File: config.mk
export PLATFORM = sky130hd
export DESIGN_NAME = char_lcd_interface_sequencer
export DESIGN_NICKNAME = d
export VERILOG_FILES = /design/src/rtl/clis_pkg.sv /design/src/rtl/char_lcd_interface_sequencer.sv /design/src/rtl/clis_bcd.sv /design/src/rtl/clis_datapath.sv /design/src/rtl/clis_ctrl.sv
export SDC_FILE = /design/constraint.sdc
export NUM_CORES = 1
export LEC_CHECK = 0
export BUFFER_PORTS_ARGS = -buffer_cell sky130_fd_sc_hd__buf_2
export CAP_MARGIN = 20
export CORE_MARGIN = 8
export CORE_UTILIZATION = 50
export DETAILED_ROUTE_END_ITERATION = 6
export PLACE_DENSITY = 0.7
export SETUP_SLACK_MARGIN = 0.1
export SLEW_MARGIN = 10
export SYNTH_ARGS = -nofsm -noshare
export SYNTH_HDL_FRONTEND = slang
export SYNTH_SLANG_ARGS = --single-unit
File: constraint.sdc
create_clock -name clk_i -period 6.6 [get_ports clk_i]
set_input_delay 0.66 -clock clk_i [delete_from_list [all_inputs] [get_ports clk_i]]
set_output_delay 0.66 -clock clk_i [all_outputs]
set_load 0.05 [all_outputs]
File: src/rtl/clis_pkg.sv
`timescale 1ns / 1ps

package clis_pkg;

  // display geometry
  localparam int unsigned ROWS    = 2;
  localparam int unsigned COLUMNS = 16;

  // stream widths
  localparam int unsigned OP_W        = 3;
  localparam int unsigned TDATA_IN_W  = 56;
  localparam int unsigned TDATA_OUT_W = 24;

  // decimal conversion
  localparam int unsigned MAG_W      = 32;
  localparam int unsigned NUM_DIGITS = 10;
  localparam int unsigned BCD_W      = 4 * NUM_DIGITS;
  localparam int unsigned STEP_W     = 5;
  localparam int unsigned IDX_W      = 4;
  localparam logic [IDX_W-1:0] DIGIT_MAX = IDX_W'(NUM_DIGITS - 1);
  localparam logic [IDX_W-1:0] INIT_LAST = 4'd3;

  // LCD constants
  localparam logic [7:0] FUNC_SET_8BIT = 8'h38;
  localparam logic [7:0] FUNC_SET_4BIT = 8'h28;
  localparam logic [7:0] DISPLAY_ON    = 8'h0F;
  localparam logic [7:0] CLEAR_DISPLAY = 8'h01;
  localparam logic [7:0] ENTRY_MODE    = 8'h06;
  localparam logic [7:0] LONE_NIBBLE   = 8'h20;
  localparam logic [7:0] DDRAM_BASE    = 8'h80;
  localparam logic [7:0] CHAR_ZERO     = 8'h30;
  localparam logic [7:0] CHAR_MINUS    = 8'h2D;
  localparam logic [5:0] INIT_WAIT_MS  = 6'd35;
  localparam logic [1:0] SETTLE_MS     = 2'd2;

  typedef enum logic [OP_W-1:0] {
    OP_INIT = 3'd0,
    OP_CMD  = 3'd1,
    OP_DATA = 3'd2,
    OP_GOTO = 3'd3,
    OP_INT  = 3'd4
  } op_e;

  // where the byte of the current transfer comes from
  typedef enum logic [2:0] {
    SRC_LONE  = 3'd0,
    SRC_INIT  = 3'd1,
    SRC_BYTE  = 3'd2,
    SRC_ADDR  = 3'd3,
    SRC_MINUS = 3'd4,
    SRC_DIGIT = 3'd5
  } src_e;

  typedef enum logic [1:0] {
    HALF_FULL = 2'd0,
    HALF_HIGH = 2'd1,
    HALF_LOW  = 2'd2
  } half_e;

  typedef struct packed {
    logic             capture;
    logic             conv_start;
    logic             load;
    src_e             src;
    logic [IDX_W-1:0] idx;
    half_e            half;
    logic             first;
    logic             last;
    logic             err;
  } cmd_t;

  typedef struct packed {
    logic             bus_mode;
    logic             out_free;
    logic             conv_busy;
    logic             negative;
    logic             range_ok;
    logic [IDX_W-1:0] msd_idx;
  } sts_t;

  function automatic logic [7:0] init_byte(input logic [IDX_W-1:0] idx, input logic bus_mode);
    logic [7:0] b;
    case (idx)
      4'd0:    b = bus_mode ? FUNC_SET_4BIT : FUNC_SET_8BIT;
      4'd1:    b = DISPLAY_ON;
      4'd2:    b = CLEAR_DISPLAY;
      default: b = ENTRY_MODE;
    endcase
    return b;
  endfunction

endpackage

File: src/rtl/char_lcd_interface_sequencer.sv
`timescale 1ns / 1ps

// channel   dir  handshake              payload
// s_axis    in   tvalid/tready          tuser opcode, tdata byte/row/column/number
// m_axis    out  tvalid/tready/tlast    tuser RS, tdata bus/wait/settle/valid/status
// cfg       in   cfg_we_i               cfg_wdata_i bus_mode (1 = four-bit bus)
//
// One request at a time. Command, data and goto are accepted, give one send step per
// result and then a closing state; init gives 4 (eight-bit) or 9 (four-bit) results.
// Integers run the bit-serial BCD conversion before the digits.
// One result leaves per cycle while m_axis_tready_i is high; a stall holds the
// output register and the sequencer. Reset sets bus_mode to four-bit.
module char_lcd_interface_sequencer (
  input  logic        clk_i,
  input  logic        rst_ni,
  input  logic        cfg_we_i,
  input  logic        cfg_wdata_i,
  input  logic        s_axis_tvalid_i,
  output logic        s_axis_tready_o,
  input  logic [55:0] s_axis_tdata_i,   // byte_value, row, column, number
  input  logic [2:0]  s_axis_tuser_i,   // opcode
  output logic        m_axis_tvalid_o,
  input  logic        m_axis_tready_i,
  output logic [23:0] m_axis_tdata_o,   // bus_value, wait_before_ms, settle_after_ms,
                                        // transfer_valid, status, zero pad
  output logic        m_axis_tuser_o,   // register_select
  output logic        m_axis_tlast_o
);

  clis_pkg::cmd_t cmd;
  clis_pkg::sts_t sts;

  clis_ctrl u_ctrl (
    .clk_i     (clk_i),
    .rst_ni    (rst_ni),
    .s_valid_i (s_axis_tvalid_i),
    .s_ready_o (s_axis_tready_o),
    .op_i      (s_axis_tuser_i),
    .sts_i     (sts),
    .cmd_o     (cmd)
  );

  clis_datapath u_dp (
    .clk_i       (clk_i),
    .rst_ni      (rst_ni),
    .cfg_we_i    (cfg_we_i),
    .cfg_wdata_i (cfg_wdata_i),
    .op_i        (s_axis_tuser_i),
    .data_i      (s_axis_tdata_i),
    .cmd_i       (cmd),
    .sts_o       (sts),
    .m_valid_o   (m_axis_tvalid_o),
    .m_ready_i   (m_axis_tready_i),
    .m_data_o    (m_axis_tdata_o),
    .m_rs_o      (m_axis_tuser_o),
    .m_last_o    (m_axis_tlast_o)
  );

endmodule

File: src/rtl/clis_bcd.sv
`timescale 1ns / 1ps

// shift-and-add-3 binary to BCD, one bit per cycle
module clis_bcd (
  input  logic                            clk_i,
  input  logic                            rst_ni,
  input  logic                            start_i,
  input  logic [clis_pkg::MAG_W-1:0]      mag_i,
  output logic                            busy_o,
  output logic [clis_pkg::BCD_W-1:0]      bcd_o
);

  logic [clis_pkg::MAG_W-1:0]  bin_q, bin_d;
  logic [clis_pkg::BCD_W-1:0]  bcd_q, bcd_d, adj;
  logic [clis_pkg::STEP_W-1:0] step_q, step_d;
  logic                        busy_q, busy_d;

  always_comb begin
    for (int i = 0; i < clis_pkg::NUM_DIGITS; i++) begin
      adj[4*i +: 4] = (bcd_q[4*i +: 4] >= 4'd5) ? bcd_q[4*i +: 4] + 4'd3 : bcd_q[4*i +: 4];
    end
  end

  always_comb begin
    bin_d  = bin_q;
    bcd_d  = bcd_q;
    step_d = step_q;
    busy_d = busy_q;
    if (start_i) begin
      bin_d  = mag_i;
      bcd_d  = '0;
      step_d = '0;
      busy_d = 1'b1;
    end else if (busy_q) begin
      bcd_d  = {adj[clis_pkg::BCD_W-2:0], bin_q[clis_pkg::MAG_W-1]};
      bin_d  = {bin_q[clis_pkg::MAG_W-2:0], 1'b0};
      step_d = step_q + 1'b1;
      if (step_q == '1) begin
        busy_d = 1'b0;
      end
    end
  end

  always_ff @(posedge clk_i or negedge rst_ni) begin
    if (!rst_ni) begin
      busy_q <= 1'b0;
      step_q <= '0;
    end else begin
      busy_q <= busy_d;
      step_q <= step_d;
    end
  end

  always_ff @(posedge clk_i) begin
    bin_q <= bin_d;
    bcd_q <= bcd_d;
  end

  assign busy_o = busy_q;
  assign bcd_o  = bcd_q;

endmodule

File: src/rtl/clis_datapath.sv
`timescale 1ns / 1ps

module clis_datapath (
  input  logic                                clk_i,
  input  logic                                rst_ni,
  input  logic                                cfg_we_i,
  input  logic                                cfg_wdata_i,
  input  logic [clis_pkg::OP_W-1:0]           op_i,
  input  logic [clis_pkg::TDATA_IN_W-1:0]     data_i,
  input  clis_pkg::cmd_t                      cmd_i,
  output clis_pkg::sts_t                      sts_o,
  output logic                                m_valid_o,
  input  logic                                m_ready_i,
  output logic [clis_pkg::TDATA_OUT_W-1:0]    m_data_o,
  output logic                                m_rs_o,
  output logic                                m_last_o
);

  logic                                 bus_mode_q;
  logic [clis_pkg::OP_W-1:0]            op_q;
  logic [7:0]                           byte_q, row_q, col_q;
  logic                                 neg_q;
  logic [clis_pkg::MAG_W-1:0]           num_in, mag;
  logic                                 conv_busy;
  logic [clis_pkg::BCD_W-1:0]           bcd;
  logic [clis_pkg::IDX_W-1:0]           msd;
  logic [3:0]                           digit;
  logic [7:0]                           row_m1, col_m1, addr, sel_byte, bus;
  logic                                 rs;
  logic [5:0]                           wait_ms;
  logic [1:0]                           settle;
  logic                                 m_valid_q;
  logic [clis_pkg::TDATA_OUT_W-1:0]     m_data_q;
  logic                                 m_rs_q, m_last_q;
  logic                                 out_free;

  assign num_in = data_i[55:24];
  assign mag    = num_in[clis_pkg::MAG_W-1] ? (~num_in + 1'b1) : num_in;

  clis_bcd u_bcd (
    .clk_i   (clk_i),
    .rst_ni  (rst_ni),
    .start_i (cmd_i.conv_start),
    .mag_i   (mag),
    .busy_o  (conv_busy),
    .bcd_o   (bcd)
  );

  always_ff @(posedge clk_i or negedge rst_ni) begin
    if (!rst_ni) begin
      bus_mode_q <= 1'b1;
    end else if (cfg_we_i) begin
      bus_mode_q <= cfg_wdata_i;
    end
  end

  always_ff @(posedge clk_i) begin
    if (cmd_i.capture) begin
      op_q   <= op_i;
      byte_q <= data_i[7:0];
      row_q  <= data_i[15:8];
      col_q  <= data_i[23:16];
      neg_q  <= num_in[clis_pkg::MAG_W-1];
    end
  end

  // most significant nonzero digit, zero prints as one digit
  always_comb begin
    msd = '0;
    for (int i = 1; i < clis_pkg::NUM_DIGITS; i++) begin
      if (bcd[4*i +: 4] != 4'd0) msd = clis_pkg::IDX_W'(i);
    end
  end

  always_comb begin
    digit = 4'd0;
    for (int i = 0; i < clis_pkg::NUM_DIGITS; i++) begin
      if (cmd_i.idx == clis_pkg::IDX_W'(i)) digit = bcd[4*i +: 4];
    end
  end

  assign row_m1 = row_q - 8'd1;
  assign col_m1 = col_q - 8'd1;
  assign addr   = clis_pkg::DDRAM_BASE + {row_m1[1:0], 6'd0} + col_m1;

  always_comb begin
    sel_byte = byte_q;
    rs       = 1'b0;
    unique case (cmd_i.src)
      clis_pkg::SRC_LONE:  sel_byte = clis_pkg::LONE_NIBBLE;
      clis_pkg::SRC_INIT:  sel_byte = clis_pkg::init_byte(cmd_i.idx, bus_mode_q);
      clis_pkg::SRC_BYTE: begin
        sel_byte = byte_q;
        rs       = (op_q == clis_pkg::OP_DATA);
      end
      clis_pkg::SRC_ADDR:  sel_byte = addr;
      clis_pkg::SRC_MINUS: begin
        sel_byte = clis_pkg::CHAR_MINUS;
        rs       = 1'b1;
      end
      clis_pkg::SRC_DIGIT: begin
        sel_byte = clis_pkg::CHAR_ZERO | {4'd0, digit};
        rs       = 1'b1;
      end
      default: sel_byte = byte_q;
    endcase
  end

  always_comb begin
    case (cmd_i.half)
      clis_pkg::HALF_HIGH: bus = {4'd0, sel_byte[7:4]};
      clis_pkg::HALF_LOW:  bus = {4'd0, sel_byte[3:0]};
      default:             bus = sel_byte;
    endcase
  end

  assign wait_ms = cmd_i.first ? clis_pkg::INIT_WAIT_MS : 6'd0;
  assign settle  = (cmd_i.half == clis_pkg::HALF_HIGH) ? 2'd0 : clis_pkg::SETTLE_MS;

  assign out_free = !m_valid_q || m_ready_i;

  always_ff @(posedge clk_i or negedge rst_ni) begin
    if (!rst_ni) begin
      m_valid_q <= 1'b0;
    end else if (cmd_i.load) begin
      m_valid_q <= 1'b1;
    end else if (m_ready_i) begin
      m_valid_q <= 1'b0;
    end
  end

  // tdata: bus[7:0] wait[13:8] settle[15:14] valid[16] status[17]
  always_ff @(posedge clk_i) begin
    if (cmd_i.load) begin
      m_last_q <= cmd_i.last;
      if (cmd_i.err) begin
        m_data_q <= {6'd0, 1'b1, 1'b0, 2'd0, 6'd0, 8'd0};
        m_rs_q   <= 1'b0;
      end else begin
        m_data_q <= {6'd0, 1'b0, 1'b1, settle, wait_ms, bus};
        m_rs_q   <= rs;
      end
    end
  end

  assign sts_o.bus_mode  = bus_mode_q;
  assign sts_o.out_free  = out_free;
  assign sts_o.conv_busy = conv_busy;
  assign sts_o.negative  = neg_q;
  assign sts_o.range_ok  = (row_q >= 8'd1) && (row_q <= 8'(clis_pkg::ROWS)) &&
                           (col_q >= 8'd1) && (col_q <= 8'(clis_pkg::COLUMNS));
  assign sts_o.msd_idx   = msd;

  assign m_valid_o = m_valid_q;
  assign m_data_o  = m_data_q;
  assign m_rs_o    = m_rs_q;
  assign m_last_o  = m_last_q;

endmodule

File: src/rtl/clis_ctrl.sv
`timescale 1ns / 1ps

module clis_ctrl (
  input  logic                        clk_i,
  input  logic                        rst_ni,
  input  logic                        s_valid_i,
  output logic                        s_ready_o,
  input  logic [clis_pkg::OP_W-1:0]   op_i,
  input  clis_pkg::sts_t              sts_i,
  output clis_pkg::cmd_t              cmd_o
);

  typedef enum logic [3:0] {
    S_IDLE = 4'b0001,
    S_CONV = 4'b0010,
    S_SEND = 4'b0100,
    S_DONE = 4'b1000
  } state_e;

  state_e                     state_q, state_d;
  clis_pkg::src_e             src_q, src_d;
  logic [clis_pkg::IDX_W-1:0] idx_q, idx_d;
  clis_pkg::half_e            half_q, half_d;
  logic                       first_q, first_d;
  clis_pkg::half_e            half_start;
  clis_pkg::op_e              op;
  logic                       byte_last, err;

  assign half_start = sts_i.bus_mode ? clis_pkg::HALF_HIGH : clis_pkg::HALF_FULL;
  assign op         = clis_pkg::op_e'(op_i);
  assign s_ready_o  = (state_q == S_IDLE);

  assign byte_last = ((src_q == clis_pkg::SRC_INIT) && (idx_q == clis_pkg::INIT_LAST)) ||
                     (src_q == clis_pkg::SRC_BYTE) || (src_q == clis_pkg::SRC_ADDR) ||
                     ((src_q == clis_pkg::SRC_DIGIT) && (idx_q == '0));
  assign err       = (src_q == clis_pkg::SRC_ADDR) && !sts_i.range_ok;

  always_comb begin
    state_d = state_q;
    src_d   = src_q;
    idx_d   = idx_q;
    half_d  = half_q;
    first_d = first_q;

    cmd_o.capture    = 1'b0;
    cmd_o.conv_start = 1'b0;
    cmd_o.load       = 1'b0;
    cmd_o.src        = src_q;
    cmd_o.idx        = idx_q;
    cmd_o.half       = half_q;
    cmd_o.first      = first_q;
    cmd_o.err        = err;
    cmd_o.last       = err || (byte_last && (half_q != clis_pkg::HALF_HIGH));

    unique case (state_q)
      S_IDLE: begin
        if (s_valid_i) begin
          cmd_o.capture = 1'b1;
          idx_d         = '0;
          half_d        = half_start;
          first_d       = 1'b0;
          unique case (op) inside
            clis_pkg::OP_INIT: begin
              src_d   = sts_i.bus_mode ? clis_pkg::SRC_LONE : clis_pkg::SRC_INIT;
              first_d = 1'b1;
              state_d = S_SEND;
            end
            clis_pkg::OP_CMD, clis_pkg::OP_DATA: begin
              src_d   = clis_pkg::SRC_BYTE;
              state_d = S_SEND;
            end
            clis_pkg::OP_GOTO: begin
              src_d   = clis_pkg::SRC_ADDR;
              state_d = S_SEND;
            end
            clis_pkg::OP_INT: begin
              cmd_o.conv_start = 1'b1;
              state_d          = S_CONV;
            end
            default: state_d = S_IDLE;
          endcase
        end
      end
      S_CONV: begin
        if (!sts_i.conv_busy) begin
          src_d   = sts_i.negative ? clis_pkg::SRC_MINUS : clis_pkg::SRC_DIGIT;
          idx_d   = sts_i.msd_idx;
          state_d = S_SEND;
        end
      end
      S_SEND: begin
        if (sts_i.out_free) begin
          cmd_o.load = 1'b1;
          first_d    = 1'b0;
          if (err) begin
            state_d = S_DONE;
          end else if (src_q == clis_pkg::SRC_LONE) begin
            // lone wake-up nibble, then function set as two nibbles
            src_d  = clis_pkg::SRC_INIT;
            idx_d  = '0;
            half_d = clis_pkg::HALF_HIGH;
          end else if (half_q == clis_pkg::HALF_HIGH) begin
            half_d = clis_pkg::HALF_LOW;
          end else if (byte_last) begin
            state_d = S_DONE;
          end else begin
            half_d = half_start;
            case (src_q)
              clis_pkg::SRC_MINUS: begin
                src_d = clis_pkg::SRC_DIGIT;
                idx_d = sts_i.msd_idx;
              end
              clis_pkg::SRC_DIGIT: idx_d = idx_q - 1'b1;
              default:             idx_d = idx_q + 1'b1;
            endcase
          end
        end
      end
      S_DONE: state_d = S_IDLE;
      default: state_d = S_IDLE;
    endcase
  end

  always_ff @(posedge clk_i or negedge rst_ni) begin
    if (!rst_ni) begin
      state_q <= S_IDLE;
      src_q   <= clis_pkg::SRC_BYTE;
      idx_q   <= '0;
      half_q  <= clis_pkg::HALF_FULL;
      first_q <= 1'b0;
    end else begin
      state_q <= state_d;
      src_q   <= src_d;
      idx_q   <= idx_d;
      half_q  <= half_d;
      first_q <= first_d;
    end
  end

`ifndef NO_ASSERTIONS
  a_load_has_slot: assert property (@(posedge clk_i) disable iff (!rst_ni)
    cmd_o.load |-> sts_i.out_free)
    else $error("result loaded while output register is occupied");

  a_err_is_last: assert property (@(posedge clk_i) disable iff (!rst_ni)
    (cmd_o.load && cmd_o.err) |-> cmd_o.last)
    else $error("range error result not marked last");

  a_conv_runs: assert property (@(posedge clk_i) disable iff (!rst_ni)
    cmd_o.conv_start |=> (sts_i.conv_busy && state_q == S_CONV))
    else $error("conversion did not start");

  a_digit_idx: assert property (@(posedge clk_i) disable iff (!rst_ni)
    (state_q == S_SEND && src_q == clis_pkg::SRC_DIGIT) |-> (idx_q <= clis_pkg::DIGIT_MAX))
    else $error("digit index out of range");
`endif

endmodule

==> results of run 1 <==
flip-flops by register name (all words and copies together), names as in the netlist, 2 cells and up:
signal             cells
u_ctrl.half_q          2
u_ctrl.idx_q           4
u_ctrl.src_q           3
u_ctrl.state_q         4
u_dp.byte_q            8
u_dp.col_q             8
u_dp.m_data_o         12
u_dp.op_q              3
u_dp.row_q             8
u_dp.u_bcd.bcd_o      40
u_dp.u_bcd.bin_q      32
u_dp.u_bcd.step_q      5
layout by cell type, fill, tap and decap left out, drive strengths merged, types with 13 or more instances in the layout:
cell type	n
a21oi	65
mux2i	19
dfrtp	19
nand2	93
dfxtp	40
buf	89
nand3	18
inv	50
o21ai	92
nand2b	22
nor3	19
xor2	37
edfxtp	74
clkbuf	17
xnor2	19
nor2	84
ha	44
o31ai	13
layout make-up:
type                       count  area, µm²  share of cell area
clock inverter                15        151              0.0161
timing repair buffer          89        467              0.0497
inverter                      47        176              0.0188
clock buffer                  17        425              0.0453
tap                          220        275              0.0293
multi-input combinational    678       4320               0.460
sequential                   136       3580               0.381
stage by stage:
step / setup slack [ns] / power [µW]
floorplan: 3.23 / 3050
global placement: 3.68 / 3450
detailed placement: 3.86 / 3490
CTS: 3.87 / 4450
global route: 3.58 / 4770
finish: 3.81 / 4430
layer usage:
metal  part of all wire  GRT usage  vias to the layer above
met2               0.47      0.280                      165
li1                   -          -                     3344
met5            0.00070          0                        -
met4              0.015     0.0547                        2
met3              0.045     0.0451                       28
met1               0.47      0.227                     3089
worst max-delay path by stage:
| stage | slack, ns | cells after the start | endpoint | startpoint |
|---|---|---|---|---|
| 2_1_floorplan | 3.23 | 6 | u_dp.u_bcd.bin_q[0] | u_ctrl.state_q[0] |
| 3_3_place_gp | 3.68 | 6 | u_ctrl.half_q[0] | u_ctrl.state_q[1] |
| 3_5_place_dp | 3.86 | 7 | u_dp.u_bcd.bin_q[29] | s_axis_tdata_i[46] |
| 4_1_cts | 3.87 | 8 | u_dp.m_data_o[0] | u_ctrl.idx_q[0] |
| 5_1_grt | 3.58 | 8 | u_dp.m_data_o[0] | u_ctrl.idx_q[0] |
| 6_report | 3.81 | 8 | u_dp.m_data_o[0] | u_ctrl.idx_q[0] |
power by group through the flow:
stage          clock network (µW)  logic, µW  registers, µW
2_1_floorplan                   0       1480           1570
3_3_place_gp                    0       1820           1630
3_5_place_dp                    0       1860           1630
4_1_cts                       947       1880           1620
5_1_grt                       980       2120           1670
6_report                      926       1880           1620
worst max-delay path, cell delays in order (launching register included):
cell and delay [ns]:
dfrtp_1 0.45, inv_1 0.16, ha_1 0.39, inv_1 0.24, o31ai_1 0.28, a221oi_1 0.12, a2111oi_0 0.53, nor3_1 0.17
o32ai_1 0.28
kinds of logic after synthesis:
group,after synthesis
muxes,21
buffers and inverters,101
xor gates and xnor gates,56
and+or+nand+nor,301
AOI/OAI and AO/OA,245
adders and majority gates,45
DFF,136
other,1
==> impl_metrics.json, run 1 <==
{
  "yosys.area_share.adder": 0.0687,
  "cts_hold_buf": 0,
  "p_int_uw": 2620,
  "path_clk_slew_ns": 0.06,
  "reg2reg_from": "u_ctrl.idx_q[0]",
  "muxShareOfSynthArea": 0.0256,
  "slew_violations": 0,
  "synth.most_common_cell": "nand2_1",
  "die-area_um2": 21000,
  "antenna_found_initial": 1,
  "final_cell_count_no_fill": 1202,
  "via_per_inst": 5.51,
  "synth_compound_area_frac": 0.182,
  "finalSetupTns_ns": 0,
  "ant_nets": 0,
  "cts.sinks": 136,
  "wl_per_cell_um": 15.4,
  "grt_pass1_wl_mm": 30.9,
  "worstSetupPathType": "flop to flop",
  "p_comb_frac": 0.424,
  "reg2reg_setup_slack_ns": 3.81,
  "p_leak_uw": 0.00390,
  "dp_hpwl_mm": 13.2,
  "cp_max_fo": 9,
  "synth_top_area_cell": "edfxtp_1",
  "final-hold-violation-count": 0,
  "ys_ff_latch": 136,
  "placementRows": 47,
  "setup_violations": 0,
  "pwr-share-seq": 0.367,
  "fin_area_um2": 9390,
  "clockPowerShare": 0.209,
  "synthCells": 906,
  "arrival_ns": 3.04,
  "routed_wl_mm": 18.5,
  "clockRootBuffer": "clkbuf_16",
  "synthXorXnorAreaFrac": 0.0590,
  "nets": 1079,
  "synth_edf_count": 74,
  "avgSynthCellArea_um2": 9.17,
  "fill_cells": 1445,
  "holdWs_ns": 0.213,
  "worstSkewPairLatency_ns": 0.42,
  "io-pin-count": 93,
  "fp.dieH_um": 145,
  "place.gp.congestion": 0.842,
  "period_share": 0.423,
  "synth_seq_area_share": 0.430,
  "placed_area_um2": 8810,
  "ys_top_cells_by_count": "nand2_1 (93), o21ai_0 (89), nor2_1 (84)",
  "fin_util": 0.572,
  "cts_resized": 0,
  "cts_tree": "yes",
  "dr.pass1.iters": 5,
  "clockBufferDepth": 2,
  "dp_cells": 1170,
  "htreeDepth": 4,
  "die_x_um": 145,
  "initial_core_util": 0.507,
  "yosys_warnings": 0,
  "crit_required_ns": 6.85,
  "worstMarginPinSlew_ns": 1.06,
  "status": "finished clean",
  "synth-simple-area-share": 0.178,
  "antenna_cells": 0,
  "yosysTopAreaCellShare": 0.267,
  "port_buffers": 82,
  "hold_class": "input port to asynchronous set/reset pin",
  "async_flop_share": 0.162,
  "first_iter_violations": 408,
  "max-slew-margin-rel": 0.288,
  "first_global_vias": 6411,
  "synth.cell_area_um2": 8310,
  "synth.distinct_cells": 76,
  "rsz0062_at_grt": "false",
  "layout-drive-gt1-share": 0.148,
  "startpoint_type": "flop",
  "rr_worst_depth": 8,
  "cts_made_buffers": 17,
  "grt.total_usage": 0.175,
  "skew_ns": 0.00704,
  "switchingPower_uw": 1810,
  "vdd_drop_max_mv": 0.251,
  "synth_top_family_by_area": "compound AO/OA/AOI/OAI gates",
  "sw_frac_of_total": 0.409,
  "via_count": 6628,
  "post-route-min-period_ns": 2.79,
  "cap_violations": 0,
  "drc": 0,
  "grt_max_degree": 66,
  "r2r_end": "u_dp.m_data_o[0]",
  "area_delta_synth_final_pct": 13.0,
  "synth_flop_cell": "edfxtp_1",
  "postCtsSetupBuffers": 0,
  "core_area_um2": 16400,
  "gr-total-overflow": 0,
  "p_per_area_nw_per_um2": 471,
  "synth_area_leaders": "edfxtp_1 (27%), dfxtp_1 (9.6%), ha_1 (6.6%)",
  "timing.fmax_ghz": 0.358,
  "cp-end-kind": "flop"
}
(Power assumes the default switching activity.)
==> run 2, diff against run 1 <==
--- a/config.mk
+++ b/config.mk
@@ -10,7 +10,7 @@
 export CORE_MARGIN = 8
 export CORE_UTILIZATION = 50
 export DETAILED_ROUTE_END_ITERATION = 6
-export PLACE_DENSITY = 0.7
+export PLACE_DENSITY = 0.73
 export SETUP_SLACK_MARGIN = 0.1
 export SLEW_MARGIN = 10
 export SYNTH_ARGS = -nofsm -noshare
==> constraint.sdc (replaced) <==
create_clock -name clk_i -period 2.4 [get_ports clk_i]
set_input_delay 0.24 -clock clk_i [delete_from_list [all_inputs] [get_ports clk_i]]
set_output_delay 0.24 -clock clk_i [all_outputs]
set_load 0.05 [all_outputs]
==> run 2 against run 1 <==
Flip-flop and latch count is the same. Final cell count up 5.1%. Register-to-register slack got worse by 3.7 ns. Via count up 4.9%. Total power rose to 2.9 times the previous value. Clock skew rose by 0.00050 ns. Worst hold slack lost 0.18 ns. First-iteration DRC count up 5.4%. Wire length rose by 9.4%. Sequential share of layout area shrank 2.5 points.
==> impl_metrics.json, run 2 (synthesis results as in run 1) <==
{
  "area_delta_synth_final_pct": 20.8,
  "htreeDepth": 4,
  "gr-total-overflow": 0,
  "worstSetupPathType": "flop to flop",
  "layout_common_cells": "nand2_1 (92), o21ai_0 (87), nor2_1 (83), buf_2 (82), edfxtp_1 (74)",
  "cts_tree": "yes",
  "regArea_um2": 3580,
  "critical_path.startpoint": "u_dp.col_q[1]",
  "period_share": 0.958,
  "io-pin-count": 93,
  "drc": 0,
  "routed_wl_mm": 20.2,
  "timing.fmax_ghz": 0.435,
  "finalSetupTns_ns": 0,
  "slew_violations": 0,
  "reg2reg_from": "u_dp.col_q[1]",
  "fill_cells": 1359,
  "antenna_found_initial": 1,
  "first_global_vias": 6859,
  "final_cell_count_no_fill": 1263,
  "fp.dieH_um": 145,
  "dp_hpwl_mm": 14.1,
  "placementRows": 47,
  "cts_made_buffers": 17,
  "startpoint_type": "flop",
  "dr.pass1.iters": 6,
  "post-route-min-period_ns": 2.30,
  "layout-drive-gt1-share": 0.190,
  "grt_max_degree": 45,
  "final-hold-violation-count": 0,
  "first_iter_violations": 430,
  "multiInputGateArea_um2": 4440,
  "worstMarginPinSlew_ns": 0.729,
  "hold_class": "input port to flop",
  "cap_violations": 0,
  "grt.total_usage": 0.190,
  "initial_core_util": 0.507,
  "rsz0062_at_grt": "false",
  "p_per_area_nw_per_um2": 1280,
  "wl_per_cell_um": 16.0,
  "crit_required_ns": 2.56,
  "skew_ns": 0.00754,
  "setup_violations": 0,
  "dp_cells": 1203,
  "vdd_drop_max_mv": 0.701,
  "die_x_um": 145,
  "antenna_cells": 0,
  "fin_ws_ns": 0.101,
  "clockRootBuffer": "clkbuf_16",
  "reg2reg_setup_slack_ns": 0.10,
  "final_common_cell": "nand2_1",
  "path_clk_slew_ns": 0.06,
  "r2r_end": "u_dp.m_data_o[3]",
  "via_per_inst": 5.50,
  "max-slew-margin-rel": 0.513,
  "clockBufferDepth": 2,
  "largest_reg_flops": 40,
  "rr_worst_depth": 10,
  "place.gp.congestion": 0.870,
  "port_buffers": 82,
  "p_leak_uw": 0.00420,
  "status": "finished clean",
  "die-area_um2": 21000,
  "via_count": 6951,
  "core_area_um2": 16400,
  "cp_max_fo": 2,
  "ant_nets": 0,
  "dp_slack_ns": 0.0302,
  "worstSkewPairLatency_ns": 0.43,
  "arrival_ns": 2.46,
  "nets": 1140,
  "crit_end": "u_dp.m_data_o[3]",
  "cp-end-kind": "flop",
  "cts.sinks": 136,
  "grt_pass1_wl_mm": 33.1
}
## run 2: cell types whose count changed in the layout (fill, tap and decap cells not counted), sizes merged
cell and delta:
dlygate4sd3 +26, clkinv -1, clkbuf +3, inv -1, clkinvlp -1, buf +35
## run 2: repair_timing
item                                    in CTS  in global routing
resized for setup                            4                 19
endpoints found under the hold margin       44                  0
hold buffers                                26                  0
setup buffers                                0                  2
endpoints found under the setup margin       4                  8
pin swaps                                    1                  7
## run 2: final cells by class
type                    count  share of cell area
multi-input cells         678               0.442
clock inverters            12              0.0127
flip-flops and latches    136               0.356
well taps                 220              0.0274
clock buffers              20              0.0445
inverters                  47              0.0176
repair buffers            150              0.0994
## run 2: worst max-delay path, cell delays in order, from the launching register on
cell      delay, ns
edfxtp_1       0.41
inv_2          0.10
ha_4           0.13
inv_1          0.07
fa_2           0.38
o21bai_1       0.22
a21oi_2        0.11
o21ai_1        0.15
xnor2_1        0.09
a31oi_1        0.26
o32ai_1        0.12
## run 2: through the flow
step | util | power, µW | area, µm² | hold WS, ns
floorplan | - | 8430 | 8400 | -0.0556
global placement | 0.555 | 9810 | 9100 | 0.240
detailed placement | 0.555 | 9970 | 9100 | 0.239
CTS | 0.606 | 12700 | 9950 | 0.0128
global route | 0.612 | 13800 | 10000 | 0.0125
finish | 0.612 | 12800 | 10000 | 0.0297
## run 2: worst min path at each step
stage,start,endpoint,slack [ns],cells past startpoint
6_report,s_axis_tuser_i[0],u_dp.op_q[0],0.03,1
5_1_grt,s_axis_tuser_i[0],u_dp.op_q[0],0.01,1
4_1_cts,s_axis_tuser_i[1],u_dp.op_q[1],0.01,1
3_5_place_dp,rst_ni,u_dp.u_bcd.step_q[0],0.24,1
3_3_place_gp,rst_ni,u_dp.u_bcd.step_q[0],0.24,1
2_1_floorplan,rst_ni,u_ctrl.first_q,-0.06,0
## run 2: where the power goes
group          leakage (µW)  total (µW)  switching, µW  internal, µW
combinational       0.00260        5780           3380          2400
clock              0.000276        2590           1030          1550
sequential          0.00132        4450            824          3620
## run 2: metal layers
metal  wire [µm]  track usage  share of wire  up-vias
li1            -            -              -     3465
met4         496       0.0815          0.025        2
met5           8            0        0.00040        -
met3         942       0.0476          0.047       45
met2        9770        0.313           0.48      200
met1        9000        0.232           0.45     3239
==> run 3, diff against run 2 <==
--- a/config.mk
+++ b/config.mk
@@ -10,9 +10,10 @@
 export CORE_MARGIN = 8
 export CORE_UTILIZATION = 50
 export DETAILED_ROUTE_END_ITERATION = 6
-export PLACE_DENSITY = 0.73
+export PLACE_DENSITY = 0.72
 export SETUP_SLACK_MARGIN = 0.1
 export SLEW_MARGIN = 10
 export SYNTH_ARGS = -nofsm -noshare
 export SYNTH_HDL_FRONTEND = slang
+export SYNTH_HIERARCHICAL = 1
 export SYNTH_SLANG_ARGS = --single-unit
==> run 3 against run 2 <==
The run now ends with negative setup slack left. Critical path depth is the same. Non-clock buffer count grew 9. Total power increased by 12%. Worst hold slack worse by 0.0059 ns. Sequential share of layout area down 2.8 points. Critical path type unchanged.
==> impl_metrics.json, run 3 <==
{
  "arrival_ns": 2.88,
  "grt_max_degree": 92,
  "synth-simple-area-share": 0.172,
  "port_buffers": 82,
  "nets": 1149,
  "grt_pass1_wl_mm": 34.9,
  "fill_cells": 1452,
  "cts_tree": "yes",
  "cp-end-kind": "flop",
  "timing.fmax_ghz": 0.394,
  "core_area_um2": 17800,
  "dp_hpwl_mm": 14.7,
  "htreeDepth": 4,
  "wl_per_cell_um": 16.6,
  "fin_ws_ns": -0.135,
  "muxShareOfSynthArea": 0.0630,
  "rsz0062_at_grt": "true",
  "yosys_warnings": 6,
  "path_clk_slew_ns": 0.06,
  "hold_path_depth": 1,
  "post-route-min-period_ns": 2.54,
  "p_leak_uw": 0.00424,
  "initial_core_util": 0.505,
  "worstSkewPairLatency_ns": 0.43,
  "synth_edf_count": 74,
  "routed_wl_mm": 21.3,
  "dr.pass1.iters": 5,
  "ys_top_cells_by_count": "edfxtp_1 (74), inv_1 (69), a21oi_1 (58)",
  "p_per_area_nw_per_um2": 1320,
  "clockRootBuffer": "clkbuf_16",
  "io-pin-count": 93,
  "fin_util": 0.612,
  "critical_path.startpoint": "u_dp/row_q[2]",
  "synth.most_common_cell": "edfxtp_1",
  "antenna_found_initial": 0,
  "place.gp.congestion": 0.856,
  "crit_required_ns": 2.74,
  "synth_compound_area_frac": 0.195,
  "reg2reg_setup_slack_ns": -0.14,
  "worstSetupPathType": "flop to flop",
  "final-hold-violation-count": 0,
  "startpoint_type": "flop",
  "reg2reg_from": "u_dp/row_q[2]",
  "synth_top_area_cell": "edfxtp_1",
  "synthCells": 914,
  "largest_reg_flops": 40,
  "cp_cell_sequence": "or4_1 > a41o_1 > nor3_2 > buf_4 > nand4bb_4 > o211ai_1 > a211oi_2 > nand4_2 > buf_6 > mux2i_1",
  "synth.cell_area_um2": 8970,
  "synth_seq_area_share": 0.399,
  "placementRows": 49,
  "setup_violations": 12,
  "async_flop_share": 0.162,
  "yosys.area_share.adder": 0.0616,
  "layout_common_cells": "buf_2 (82), edfxtp_1 (74), inv_1 (66), a21oi_1 (56), nand2_1 (52)",
  "area_delta_synth_final_pct": 21.3,
  "status": "complete, but fails checks",
  "cp_max_fo": 3,
  "antenna_cells": 0,
  "violations": "negative setup slack",
  "r2r_end": "u_ctrl/src_q[2]",
  "synthXorXnorAreaFrac": 0.0400,
  "vdd_drop_max_mv": 1.04,
  "worstHoldStart": "s_axis_tuser_i[0]",
  "path_buf_inv": 2,
  "synth_flop_cell": "edfxtp_1",
  "hold_class": "input port to flop",
  "first_global_vias": 7395,
  "cts.sinks": 136,
  "clockBufferDepth": 2,
  "rr_worst_depth": 10,
  "slew_violations": 0,
  "drc": 0,
  "yosysTopAreaCellShare": 0.248,
  "ant_nets": 0,
  "via_count": 7378,
  "synth.distinct_cells": 88,
  "die-area_um2": 22500,
  "max-slew-margin-rel": 0.613,
  "synth_top_family_by_area": "compound AO/OA/AOI/OAI gates",
  "crit_family": "simple AND/OR/NAND/NOR gates",
  "gr-total-overflow": 0,
  "holdWs_ns": 0.0238,
  "final_common_cell": "buf_2",
  "first_iter_violations": 516,
  "die_x_um": 150,
  "synth_area_leaders": "edfxtp_1 (25%), dfxtp_1 (8.9%), ha_1 (5.7%)",
  "grt.total_usage": 0.190,
  "fp.dieH_um": 150,
  "via_per_inst": 5.75,
  "holdPathEnd": "u_dp/op_q[0]",
  "max_stage_delay_ns": 0.53,
  "cp_slowest_cell": "or4_1",
  "skew_ns": 0.0111,
  "cts_made_buffers": 17,
  "ys_ff_latch": 136,
  "worstMarginPinSlew_ns": 0.578,
  "period_share": 1.06,
  "layout-drive-gt1-share": 0.273,
  "cap_violations": 0,
  "avgSynthCellArea_um2": 9.82
}
## run 3: cell types whose count changed in the layout (fill, tap and decap cells not counted), sizes merged, moves of 14 or more
cell | previous run | this run
o22ai | 1 | 15
o21ai | 92 | 65
inv | 49 | 72
nand2 | 93 | 54
nor2 | 84 | 50
xnor2 | 19 | 33
xor2 | 37 | 8
mux2 | 2 | 36
## run 3: area by class of cell
class | count | area (µm²) | area share
inverters | 69 | 259 | 0.0238
clock buffers | 19 | 433 | 0.0398
clock inverters | 13 | 243 | 0.0223
repair buffers | 159 | 1130 | 0.104
flip-flops and latches | 136 | 3580 | 0.329
well taps | 229 | 287 | 0.0263
multi-input cells | 658 | 4960 | 0.455
## run 3: how the worst max path moves through the flow
stage	endpoint	cells past startpoint
after floorplan	u_dp/u_bcd/bin_q[0]	7
after global placement	u_ctrl/src_q[0]	10
after detailed placement	u_ctrl/src_q[0]	10
after CTS	u_ctrl/src_q[0]	10
after global routing	u_ctrl/src_q[2]	10
final	u_ctrl/src_q[2]	10
## run 3: metrics by stage
step	setup slack (ns)	cells	power [µW]	instance area [µm²]	TNS (ns)
after floorplan	-0.548	923	9290	9070	-42.29
after global placement	-0.0903	1219	10700	9790	-0.692
after detailed placement	-0.206	1219	10900	9790	-2.46
after CTS	-0.0862	1279	14200	10800	-0.652
after global routing	-0.206	1283	15300	10900	-1.90
final	-0.135	1283	14300	10900	-0.899
## run 3: logic make-up after synthesis
group	after synthesis
multiplexers	50
other	1
AO/OA/AOI/OAI	250
adder cells (fa/ha/maj)	43
flip-flops	136
buffers and inverters	129
XOR/XNOR	41
AND/OR/NAND/NOR	264
## run 3: worst reg2reg max path: stages, from the launching register on
cell and delay (ns):
edfxtp_1 0.35, or4_1 0.53, a41o_1 0.24, nor3_2 0.11
buf_4 0.14, nand4bb_4 0.15, o211ai_1 0.12, a211oi_2 0.31
nand4_2 0.17, buf_6 0.16, mux2i_1 0.16
## run 3: what timing repair did
item,in CTS,in global routing
buffers inserted,3,4
pin swaps,7,9
setup endpoints to repair,21,21
endpoints found under the hold margin,43,0
hold buffers,25,0
resized for setup,16,13
## run 3: per-layer routing
metal | wire [µm] | track usage | up-vias | share of wire
met5 | 0 | 0 | - | 0
met4 | 316 | 0.0620 | 0 | 0.015
met3 | 785 | 0.0390 | 29 | 0.037
met2 | 10500 | 0.317 | 163 | 0.49
met1 | 9690 | 0.242 | 3551 | 0.46
li1 | - | - | 3635 | -
## run 3: report_power, final
group	total [µW]	internal (µW)	leakage [µW]	switching [µW]
combinational	6740	3050	0.00261	3690
sequential	4560	3640	0.00131	921
clock	3020	1970	0.000324	1050
